**src/sv/i2cmrt_pkg.sv**
```systemverilog
`default_nettype none
package i2cmrt_pkg;

  localparam int BUF_DEPTH = 256;
  localparam int BUF_AW    = (BUF_DEPTH > 1) ? $clog2(BUF_DEPTH) : 1;

  localparam logic [7:0] MSB_MASK = 8'h80;
  localparam logic [7:0] RD_BIT   = 8'h01;

  typedef enum logic [1:0] {
    ACT_LOAD  = 2'd0,
    ACT_WRITE = 2'd1,
    ACT_READ  = 2'd2,
    ACT_TICK  = 2'd3
  } act_t;

  typedef enum logic [4:0] {
    PH_IDLE,
    PH_START_A,
    PH_ADDR_W,
    PH_ACK_ADDR_W,
    PH_REG,
    PH_ACK_REG,
    PH_DATA,
    PH_ACK_DATA,
    PH_START_B,
    PH_ADDR_R,
    PH_ACK_ADDR_R,
    PH_RECV,
    PH_MACK,
    PH_STOP
  } phase_t;

  typedef struct packed {
    logic [1:0] action;
    logic [6:0] target_id;
    logic [7:0] reg_index;
    logic [7:0] length;
    logic [7:0] write_byte;
    logic       sda_in;
  } in_t;

  typedef struct packed {
    logic       scl_level;
    logic       sda_level;
    logic [7:0] read_byte;
    logic       read_valid;
    logic       busy_res;
    logic       done_res;
    logic       error;
  } out_t;

  typedef struct packed {
    logic              we;
    logic [BUF_AW-1:0] waddr;
    logic [7:0]        wdata;
    logic [BUF_AW-1:0] raddr;
  } ram_ctl_t;

endpackage
`default_nettype wire

```
**src/sv/i2cmrt_ram.sv**
```systemverilog
`default_nettype none
module i2cmrt_ram #(
  parameter int WIDTH = 8,
  parameter int DEPTH = 256
) (
  input  wire logic                                     clk,
  input  wire logic                                     we,
  input  wire logic [((DEPTH > 1) ? $clog2(DEPTH) : 1)-1:0] waddr,
  input  wire logic [WIDTH-1:0]                         wdata,
  input  wire logic [((DEPTH > 1) ? $clog2(DEPTH) : 1)-1:0] raddr,
  output      logic [WIDTH-1:0]                         rdata
);

  logic [WIDTH-1:0] mem [DEPTH];

  always_ff @(posedge clk) begin
    if (we) begin
      mem[waddr] <= wdata;
    end
    rdata <= mem[raddr];
  end

endmodule
`default_nettype wire

```
**src/sv/i2cmrt_seq.sv**
```systemverilog
`default_nettype none
module i2cmrt_seq
  import i2cmrt_pkg::*;
(
  input  wire logic       clk,
  input  wire logic       rst_n,
  input  wire logic       accept,
  input  wire in_t        item,
  input  wire logic [7:0] buf_rdata,
  output      ram_ctl_t   ram_ctl,
  output      out_t       res
);

  phase_t            phase_r, phase_nxt;
  logic [1:0]        step_r, step_nxt;
  logic [3:0]        bit_cnt_r, bit_cnt_nxt;
  logic [7:0]        shift_r, shift_nxt;
  logic [7:0]        byte_cnt_r, byte_cnt_nxt;
  logic [BUF_AW-1:0] fill_ptr_r, fill_ptr_nxt;
  logic [BUF_AW-1:0] rd_idx_r, rd_idx_nxt;
  logic [6:0]        tgt_r, tgt_nxt;
  logic [7:0]        reg_r, reg_nxt;
  logic [7:0]        len_r, len_nxt;
  logic              is_read_r, is_read_nxt;
  logic              scl_r, scl_nxt;
  logic              sda_r, sda_nxt;
  logic              nack_r, nack_nxt;
  logic              rv, dn, last_ack;
  logic [3:0]        bit_inc;
  logic [7:0]        rx_shift;

  always_ff @(posedge clk) begin
    if (!rst_n) begin
      phase_r    <= PH_IDLE;
      step_r     <= '0;
      bit_cnt_r  <= '0;
      shift_r    <= '0;
      byte_cnt_r <= '0;
      fill_ptr_r <= '0;
      rd_idx_r   <= '0;
      tgt_r      <= '0;
      reg_r      <= '0;
      len_r      <= '0;
      is_read_r  <= 1'b0;
      scl_r      <= 1'b1;
      sda_r      <= 1'b1;
      nack_r     <= 1'b0;
    end else if (accept) begin
      phase_r    <= phase_nxt;
      step_r     <= step_nxt;
      bit_cnt_r  <= bit_cnt_nxt;
      shift_r    <= shift_nxt;
      byte_cnt_r <= byte_cnt_nxt;
      fill_ptr_r <= fill_ptr_nxt;
      rd_idx_r   <= rd_idx_nxt;
      tgt_r      <= tgt_nxt;
      reg_r      <= reg_nxt;
      len_r      <= len_nxt;
      is_read_r  <= is_read_nxt;
      scl_r      <= scl_nxt;
      sda_r      <= sda_nxt;
      nack_r     <= nack_nxt;
    end
  end

  always_comb begin
    phase_nxt    = phase_r;
    step_nxt     = step_r;
    bit_cnt_nxt  = bit_cnt_r;
    shift_nxt    = shift_r;
    byte_cnt_nxt = byte_cnt_r;
    fill_ptr_nxt = fill_ptr_r;
    rd_idx_nxt   = rd_idx_r;
    tgt_nxt      = tgt_r;
    reg_nxt      = reg_r;
    len_nxt      = len_r;
    is_read_nxt  = is_read_r;
    scl_nxt      = scl_r;
    sda_nxt      = sda_r;
    nack_nxt     = nack_r;
    rv           = 1'b0;
    dn           = 1'b0;
    bit_inc      = bit_cnt_r + 4'd1;
    rx_shift     = {shift_r[6:0], item.sda_in};
    last_ack     = (byte_cnt_r == len_r);

    ram_ctl.we    = 1'b0;
    ram_ctl.waddr = fill_ptr_r;
    ram_ctl.wdata = item.write_byte;
    ram_ctl.raddr = rd_idx_r;

    unique case (item.action) inside
      ACT_LOAD: begin
        if (phase_r == PH_IDLE) begin
          ram_ctl.we   = accept;
          fill_ptr_nxt = (fill_ptr_r == BUF_AW'(BUF_DEPTH - 1)) ? '0 : fill_ptr_r + 1'b1;
        end
      end
      ACT_WRITE, ACT_READ: begin
        if (phase_r == PH_IDLE) begin
          tgt_nxt      = item.target_id;
          reg_nxt      = item.reg_index;
          len_nxt      = item.length;
          is_read_nxt  = (item.action == ACT_READ);
          if (item.action == ACT_WRITE) begin
            fill_ptr_nxt = '0;
          end
          byte_cnt_nxt = '0;
          rd_idx_nxt   = '0;
          nack_nxt     = 1'b0;
          shift_nxt    = '0;
          phase_nxt    = PH_START_A;
          step_nxt     = '0;
          bit_cnt_nxt  = '0;
        end
      end
      ACT_TICK: begin
        unique case (phase_r) inside
          PH_IDLE: ;
          PH_START_A, PH_START_B: begin
            if (step_r == 2'd0) begin
              scl_nxt  = 1'b1;
              sda_nxt  = 1'b1;
              step_nxt = 2'd1;
            end else if (step_r == 2'd1) begin
              sda_nxt  = 1'b0;
              step_nxt = 2'd2;
            end else begin
              scl_nxt     = 1'b0;
              step_nxt    = '0;
              bit_cnt_nxt = '0;
              if (phase_r == PH_START_A) begin
                phase_nxt = PH_ADDR_W;
                shift_nxt = {tgt_r, 1'b0};
              end else begin
                phase_nxt = PH_ADDR_R;
                shift_nxt = {tgt_r, 1'b0} | RD_BIT;
              end
            end
          end
          PH_ADDR_W, PH_REG, PH_DATA, PH_ADDR_R: begin
            if (step_r == 2'd0) begin
              sda_nxt  = |(shift_r & MSB_MASK);
              scl_nxt  = 1'b1;
              step_nxt = 2'd1;
            end else begin
              scl_nxt     = 1'b0;
              shift_nxt   = {shift_r[6:0], 1'b0};
              bit_cnt_nxt = bit_inc;
              step_nxt    = '0;
              if (bit_inc >= 4'd8) begin
                bit_cnt_nxt = '0;
                unique case (phase_r) inside
                  PH_ADDR_W: phase_nxt = PH_ACK_ADDR_W;
                  PH_REG:    phase_nxt = PH_ACK_REG;
                  PH_DATA:   phase_nxt = PH_ACK_DATA;
                  default:   phase_nxt = PH_ACK_ADDR_R;
                endcase
              end
            end
          end
          PH_ACK_ADDR_W, PH_ACK_REG, PH_ACK_DATA, PH_ACK_ADDR_R: begin
            if (step_r == 2'd0) begin
              sda_nxt  = 1'b1;
              step_nxt = 2'd1;
            end else if (step_r == 2'd1) begin
              scl_nxt  = 1'b1;
              step_nxt = 2'd2;
            end else if (step_r == 2'd2) begin
              nack_nxt = item.sda_in;
              step_nxt = 2'd3;
            end else begin
              scl_nxt     = 1'b0;
              step_nxt    = '0;
              bit_cnt_nxt = '0;
              if (nack_r) begin
                phase_nxt = PH_STOP;
              end else if (phase_r == PH_ACK_ADDR_W) begin
                phase_nxt = PH_REG;
                shift_nxt = reg_r;
              end else if (phase_r == PH_ACK_ADDR_R) begin
                if (len_r != 8'd0) begin
                  phase_nxt = PH_RECV;
                  shift_nxt = '0;
                end else begin
                  phase_nxt = PH_STOP;
                end
              end else if (phase_r == PH_ACK_REG && is_read_r) begin
                phase_nxt = PH_START_B;
              end else if (byte_cnt_r < len_r) begin
                phase_nxt    = PH_DATA;
                shift_nxt    = buf_rdata;
                byte_cnt_nxt = byte_cnt_r + 8'd1;
                rd_idx_nxt   = (rd_idx_r == BUF_AW'(BUF_DEPTH - 1)) ? '0 : rd_idx_r + 1'b1;
              end else begin
                phase_nxt = PH_STOP;
              end
            end
          end
          PH_RECV: begin
            sda_nxt = 1'b1;
            if (step_r == 2'd0) begin
              scl_nxt  = 1'b1;
              step_nxt = 2'd1;
            end else begin
              shift_nxt   = rx_shift;
              scl_nxt     = 1'b0;
              bit_cnt_nxt = bit_inc;
              step_nxt    = '0;
              if (bit_inc >= 4'd8) begin
                rv           = 1'b1;
                byte_cnt_nxt = byte_cnt_r + 8'd1;
                phase_nxt    = PH_MACK;
                bit_cnt_nxt  = '0;
              end
            end
          end
          PH_MACK: begin
            sda_nxt = last_ack;
            if (step_r == 2'd0) begin
              scl_nxt  = 1'b0;
              step_nxt = 2'd1;
            end else if (step_r == 2'd1) begin
              scl_nxt  = 1'b1;
              step_nxt = 2'd2;
            end else begin
              scl_nxt     = 1'b0;
              step_nxt    = '0;
              bit_cnt_nxt = '0;
              if (last_ack) begin
                phase_nxt = PH_STOP;
              end else begin
                phase_nxt = PH_RECV;
                shift_nxt = '0;
                sda_nxt   = 1'b1;
              end
            end
          end
          PH_STOP: begin
            if (step_r == 2'd0) begin
              sda_nxt  = 1'b0;
              step_nxt = 2'd1;
            end else if (step_r == 2'd1) begin
              scl_nxt  = 1'b1;
              step_nxt = 2'd2;
            end else begin
              sda_nxt     = 1'b1;
              dn          = 1'b1;
              phase_nxt   = PH_IDLE;
              step_nxt    = '0;
              bit_cnt_nxt = '0;
            end
          end
          default: begin
            phase_nxt = PH_IDLE;
            scl_nxt   = 1'b1;
            sda_nxt   = 1'b1;
          end
        endcase
      end
      default: ;
    endcase

    res.scl_level  = scl_nxt;
    res.sda_level  = sda_nxt;
    res.read_byte  = rv ? shift_nxt : 8'd0;
    res.read_valid = rv;
    res.busy_res   = (phase_nxt != PH_IDLE);
    res.done_res   = dn;
    res.error      = dn & nack_r;
  end

endmodule
`default_nettype wire

```
**src/sv/i2c_master_register_transfer.sv**
```systemverilog
// channel  | ports                          | moves
// ---------+--------------------------------+---------------------------------
// input    | in_valid, in_ready, in_data    | load, start write/read or tick
// result   | out_valid, out_ready, out_data | line drive, read byte, status
//
// one transaction per clock while the result register is free; each input is handled in the cycle it is accepted
// the write buffer ram is read ahead at the current byte index, so its
// registered read stays hidden behind the bit timing
// rst_n is synchronous: lines released, sequencer idle, buffer contents kept
// a stalled result holds in_ready low until out_ready frees the output register
`default_nettype none
module i2c_master_register_transfer
  import i2cmrt_pkg::*;
(
  input  wire logic clk,
  input  wire logic rst_n,
  input  wire logic in_valid,
  output      logic in_ready,
  input  wire in_t  in_data,
  output      logic out_valid,
  input  wire logic out_ready,
  output      out_t out_data
);

  logic       accept;
  logic       out_valid_r;
  out_t       out_data_r;
  out_t       res;
  ram_ctl_t   ram_ctl;
  logic [7:0] buf_rdata;

  assign in_ready  = !out_valid_r || out_ready;
  assign accept    = in_valid && in_ready;
  assign out_valid = out_valid_r;
  assign out_data  = out_data_r;

  i2cmrt_seq u_seq (
    .clk       (clk),
    .rst_n     (rst_n),
    .accept    (accept),
    .item      (in_data),
    .buf_rdata (buf_rdata),
    .ram_ctl   (ram_ctl),
    .res       (res)
  );

  i2cmrt_ram #(
    .WIDTH (8),
    .DEPTH (BUF_DEPTH)
  ) u_buf (
    .clk   (clk),
    .we    (ram_ctl.we),
    .waddr (ram_ctl.waddr),
    .wdata (ram_ctl.wdata),
    .raddr (ram_ctl.raddr),
    .rdata (buf_rdata)
  );

  always_ff @(posedge clk) begin
    if (!rst_n) begin
      out_valid_r <= 1'b0;
    end else if (accept) begin
      out_valid_r <= 1'b1;
    end else if (out_ready) begin
      out_valid_r <= 1'b0;
    end
  end

  always_ff @(posedge clk) begin
    if (accept) begin
      out_data_r <= res;
    end
  end

endmodule
`default_nettype wire

```
**config.mk**
```make
export PLATFORM = sky130hd
export DESIGN_NAME = i2c_master_register_transfer
export DESIGN_NICKNAME = d
export VERILOG_FILES = /design/src/sv/i2cmrt_pkg.sv /design/src/sv/i2cmrt_ram.sv /design/src/sv/i2cmrt_seq.sv /design/src/sv/i2c_master_register_transfer.sv
export SDC_FILE = /design/constraint.sdc
export NUM_CORES = 2
export LEC_CHECK = 0
export ABC_AREA = 1
export BUFFER_PORTS_ARGS = -buffer_cell sky130_fd_sc_hd__buf_4
export CORE_UTILIZATION = 57
export CTS_CLUSTER_SIZE = 40
export DETAILED_ROUTE_END_ITERATION = 7
export PLACE_DENSITY = 0.73
export SKIP_CTS_REPAIR_TIMING = 1
export SLEW_MARGIN = 40
export SYNTH_ARGS = -nofsm -noshare
export SYNTH_HDL_FRONTEND = slang
export SYNTH_SLANG_ARGS = --single-unit
```
**constraint.sdc**
```tcl
create_clock -name clk -period 2.9 [get_ports clk]
set_input_delay 0.145 -clock clk [delete_from_list [all_inputs] [get_ports clk]]
set_output_delay 0.145 -clock clk [all_outputs]
set_load 0.005 [all_outputs]
```
; Yosys cells after proc, flatten, opt, wreduce, memory -nomap -nowiden
; Memory sizes are Yosys's and may differ from the RTL's. A register that Yosys moved wholly into a read port is not among the register bits.
; Cells that the tools add are included.
[op_classes]
addsub = 4
n_lt_le_gt_ge = 2
eq_ne = 49
n_mux = 135
bitwise = 1
n_reduce_logical = 25
[ops]
columns = operator, count
row1 = two-way mux 8 bit, 42
row2 = two-way mux 5 bit, 18
row3 = one-hot mux 8 bit (2 select lines), 5
row4 = != test 3 bit (second input constant), 14
row5 = two-way mux 1 bit, 41
row6 = two-way mux 4 bit, 10
row7 = one-hot mux 8 bit (5 select lines), 1
row8 = one-hot mux 5 bit (7 select lines), 1
row9 = == test 5 x 4 -> 1 bit (second input constant), 6
row10 = adder 8 x 1 -> 8 bit (second input constant), 3
row11 = one-hot mux 4 bit (3 select lines), 2
row12 = != test 2 bit (second input constant), 11
row13 = == test 5 x 3 -> 1 bit (second input constant), 4
row14 = == test 8 bit (second input constant), 2
row15 = AND reduction 14 bit, 1
row16 = two-way mux 2 bit, 6
row17 = one-hot mux 1 bit (6 select lines), 2
row18 = AND reduction 12 bit, 1
row19 = OR reduction 4 bit, 3
row20 = == test 5 x 2 -> 1 bit (second input constant), 2
row21 = one-hot mux 5 bit (2 select lines), 1
row22 = AND reduction 10 bit, 1
row23 = == test 8 bit, 1
row24 = < comparator 8 bit, 1
row25 = other kinds (27), 37
[word_totals]
register_bits = 85
ram_bits = 2048
in_bits = 38
n_memories = 1
[memory_table]
columns = memory, words, width, rd, rd_clocked_by_memory_dff, wr, line
row1 = u_buf.mem, 256, 8, 1, 1, 1, i2cmrt_ram.sv:14  ; logic [WIDTH-1:0] mem [DEPTH];

; Logic depth before layout (Yosys ltp)
[logic_depth]
word_depth = 12
depth_mapped = 18

; By module
; From an unflattened synthesis, not the netlist that was laid out.
[unflattened]
cells_unflattened = 7812
area_unflattened_um2 = 88897.8
[modules_own_cells]
columns = mod, n_inst, cells_per_inst, area_per_inst_um2, seq_area_each_um2
row1 = i2cmrt_ram, 1, 7003, 83396.2, 61659.1
row2 = i2cmrt_seq, 1, 788, 5029.8, 1401.3
row3 = i2c_master_register_transfer, 1, 21, 471.7, 440.4

; Worst setup path after synthesis
; OpenSTA, ideal clock, no wires.
[synth_timing]
kind = reg-to-reg
from = register u_seq.phase_r[3]
to = memory u_buf.mem[248][0], enable pin
setup_time_ps = 370
arrival_ps = 1947
setup_slack_ps = 583
path_stages_with_launch = 11
synth_period_minus_slack_ps = 2317
path_cell_list = dfxtp_1 buf_4 inv_2 nand2_2 nor2_4 nand2_4 nor3b_4 buf_6 nand2_1 buf_2 nor2_1
[synth_between]
elab_chain_cells = 5
[synth_lines]
columns = element, line
row1 = "start, declared", i2cmrt_seq.sv:14  ; phase_t phase_r, phase_nxt;
row2 = "start signal, assigned", i2cmrt_seq.sv:49  ; phase_r <= phase_nxt;
row3 = logical NOT 5 bit, i2cmrt_seq.sv:94  ; if (phase_r == PH_IDLE) begin
row4 = two-way mux 1 bit, i2cmrt_seq.sv:94
row5 = two-way mux 1 bit, i2cmrt_seq.sv:92  ; unique case (item.action) inside
row6 = two-way mux 1 bit, i2cmrt_ram.sv:17  ; if (we) begin
row7 = two-way mux 1 bit (not written as such), i2cmrt_ram.sv:18  ; mem[waddr] <= wdata;
row8 = "end, declared", i2cmrt_ram.sv:14
; No other way between the ends.

==> metrics.md <==
| Metric | Value |
|---|---|
| Synthesized cell area | 0.0877 mm^2 |
| Maximum buffer depth of the clock tree | 3 |
| Count leader, synth | edfxtp_1 |
| Vias post-DR | 62.0k |
| Layout cell share with drive strength beyond 1 | 12.2% |
| Drt via density | 6.23 |
| Final setup margin | 0.0171 ns |
| Post-synthesis adder-cell area fraction | 0.342% |
| Seq pwr share | 51.5% |
| GP Congestion | 0.939 |
| Period utilization | 99.4% |
| Finish-stage setup viols | 0 |
| Clock latency on the worst-skew pair | 0.87 ns |
| GRT overflow | 0 |
| Area delta synth->final | 15.0% |
| CP startpoint kind | register |
| Largest family of logic cells by synthesized area | simple AND/OR/NAND/NOR gates |
| Syn nets | 7472 |
| Post-Synth XOR/XNOR Area | 0.0599% |
| Routed Antenna Nets | 0 |
| Comb pwr share | 8.4% |
| Number of CTS-inserted buffers | 208 |
| FF/Latch Area | 0.0635 mm^2 |
| Synth unique cells | 46 |
| Clock transition at path regs | 0.06 ns |
| Syn avg cell area | 11.8 um^2 |
| Total wire length | 245000 um |
| CTS tree | built |
| Total global-route track usage | 31.0% |
| Cells after synthesis | 7410 |
| Antenna violations before repair | 8 |
| Skew final | 0.0546 ns |
| FFs w/ async S/R, synth | 0% |
| Hold Fails Final Rpt | 0 |
| Root Driver | clkbuf_16 |
| Status | finished clean |
| DRC viols | 0 |
| Worst Setup End Kind | register |
| Final net count | 7810 |
| Core area | 0.152 mm^2 |
| Worst EP required | 3.65 ns |
| Synth Area in Simple Gates | 13.8% |
| Leakage power | 35.0 nW |
| Compound-Gate Fraction of Synth Area | 10.1% |
| Wire per inst | 24.6 um |
| Drt initial violations | 8301 |
| Commonest register cell after synthesis | edfxtp_1 |
| Clock sinks | 2141 |
| Die Y | 394 um |
| Slew Limit Headroom | 38.3% |
| Synth top area cells | edfxtp_1 (71%), o21ai_0 (5.8%), nor2_1 (5.6%) |
| Clock share of power | 40.1% |
| Synth top area share | 70.6% |
| First-pass GRT wire length | 363000 um |
| Worst slack, placed | 0.0449 ns |
| Max-cap violation count | 0 |
| Mux contribution to synthesized area | 0% |
| Vias in the first global route | 58.7k |
| CP max FO | 46 |
| Pins Over Slew Limit | 0 |
| Max VDD drop | 0.652 mV |
| IO Count | 54 |
| Power per cell area | 656 mW/mm^2 |
| Leading area contributor after synthesis | edfxtp_1 |
| Die area | 0.155 mm^2 |
| Post-DP HPWL | 145000 um |
| Area of the multi-input gates | 0.0213 mm^2 |
| Cell-internal power | 50.5 mW |
| Fmax | 347 MHz |
| Switch share | 23.7% |
| R2R Setup Slk | 0.02 ns |
| Hold path startpoint | in_data[32] |
| Worst r2r src | u_seq.rd_idx_r[0] |
| Buffers added on ports | 53 |
| Pin count of the biggest net entering global routing | 116 |
| Row Count | 143 |
| Sw power | 15.6 mW |
| WHS Path Cells | 5 |
| Critical Path AT | 3.63 ns |
| #FFs+latches synth | 2141 |
| Starting Density | 57.6% |
| EDFF count, synth | 2062 |
| Worst-case reg-to-reg path depth | 13 |
| Hold endpoint | u_seq.byte_cnt_r[1] |
| Commonest cells in the synthesized netlist | edfxtp_1 (2062), nor2_1 (1303), o21ai_0 (1012) |
| Worst Tran Pin Value | 0.923 ns |
| Sequential element share of the synthesized area | 72.4% |
| Post-layout minimum cycle time | 2.88 ns |
| FILL cells | 10.8k |
| Worst hold path class | input port to register |
| Setup TNS | 0 ns |
| Reg-to-Reg End | u_buf.rdata[6] |
| H-tree depth | 4 |
| DR pass1 iterations | 6 |
| Die width | 394 um |
| RSZ-0062 raised after global routing | false |
| Critical path type | register to register |
| Yosys warnings | 0 |
==> routing by layer <==
metal | track usage [%] | routed length [um] | vias up
met3 | 6.20 | 28600 | 627
li1 | - | - | 27443
met2 | 48.5 | 113000 | 3949
met1 | 42.7 | 92000 | 29989
met4 | 12.7 | 10500 | 10
met5 | 0 | 71 | -
==> layout make-up <==
class                   count  share of cell area [%]
flip-flops and latches   2141                    63.0
multi-input cells        4582                    21.2
repair buffers            636                    5.96
clock buffers             264                    5.45
well taps                2030                    2.52
clock inverters           123                    1.20
inverters                 178                   0.706
repair inverters            1                  0.0112
diodes                      4                 0.00993
==> logic make-up (layout without fill, tap and decap cells) <==
kind of cell | Yosys count | after routing
flip-flops | 2141 | 2141
buffers and inverters | 687 | 1202
other | 0 | 4
XOR/XNOR | 6 | 6
AO/OA/AOI/OAI | 1619 | 1619
AND/OR/NAND/NOR | 2933 | 2933
adder cells (fa/ha/maj) | 24 | 24
==> flip-flops by register name, indices dropped and copies added (netlist names) <==
name,cells
u_buf.mem,2048
out_data,14
u_buf.rdata,8
u_seq.byte_cnt_r,8
u_seq.fill_ptr_r,8
u_seq.len_r,8
u_seq.rd_idx_r,8
u_seq.reg_r,8
u_seq.shift_r,8
u_seq.tgt_r,7
u_seq.phase_r,5
u_seq.bit_cnt_r,4
u_seq.step_r,2
out_valid,1
u_seq.is_read_r,1
u_seq.nack_r,1
u_seq.scl_r,1
u_seq.sda_r,1
==> worst max-delay path by stage <==
stage	slack, ns	endpoint	from
2_1_floorplan	0.58	u_buf.mem[248][0]	u_seq.phase_r[3]
3_3_place_gp	0.10	u_buf.rdata[6]	u_seq.rd_idx_r[0]
3_5_place_dp	0.04	u_buf.rdata[6]	u_seq.rd_idx_r[0]
4_1_cts	0.03	u_buf.rdata[6]	u_seq.rd_idx_r[0]
5_1_grt	0.03	u_buf.rdata[6]	u_seq.rd_idx_r[0]
6_report	0.02	u_buf.rdata[6]	u_seq.rd_idx_r[0]
==> stage by stage <==
step	power (mW)	instances	cell area, um^2	hold slack [ns]	utilization (%)
finish	66.1	9959	101000	0.0321	66.2
global route	67.9	9957	101000	0.0213	66.2
CTS	66.1	9890	100000	-0.564	65.8
detailed placement	40.0	9503	93400	0.376	61.4
global placement	39.9	9503	93400	0.367	61.4
floorplan	37.8	7410	87700	0.244	-
==> power by group through the flow <==
stage	registers (mW)	logic (mW)	clock network, mW
2_1_floorplan	34.7	3.11	0
6_report	34.1	5.57	26.5
3_3_place_gp	34.7	5.22	0
5_1_grt	34.0	6.03	27.8
3_5_place_dp	34.7	5.33	0
4_1_cts	34.1	5.37	26.7
==> critical path: stages, from the launching register on <==
cell and delay, ns:
dfxtp_4 0.46, clkinv_16 0.19, buf_12 0.24, buf_4 0.21
o21ai_0 0.23, o22ai_1 0.13, nand2_1 0.09, nand3_1 0.07
nand3_1 0.14, nand3_1 0.19, nand3_1 0.25, nand2_1 0.19
nand2_1 0.25, nand2_1 0.10
==> cells in the final DEF (no fill, tap or decap), drive strengths merged <==
cell type	instances
diode	4
nand4	20
o22ai	415
o221ai	25
a22oi	2
dlygate4sd3	59
clkbuf	264
a21o	1
edfxtp	2062
nor3	17
inv	182
a21boi	1
a21oi	114
nand2	970
nand3	599
bufinv	15
or2	1
xnor2	1
and3	1
clkinvlp	3
ha	24
a311oi	1
o31ai	11
a31oi	1
a211oi	9
nand3b	1
nor2	1320
o21ai	1022
dfxtp	79
buf	577
o211ai	16
o2111a	1
xor2	5
nor4	1
clkinv	102
nor3b	3
Note: power is estimated with default switching activity, not from simulation.
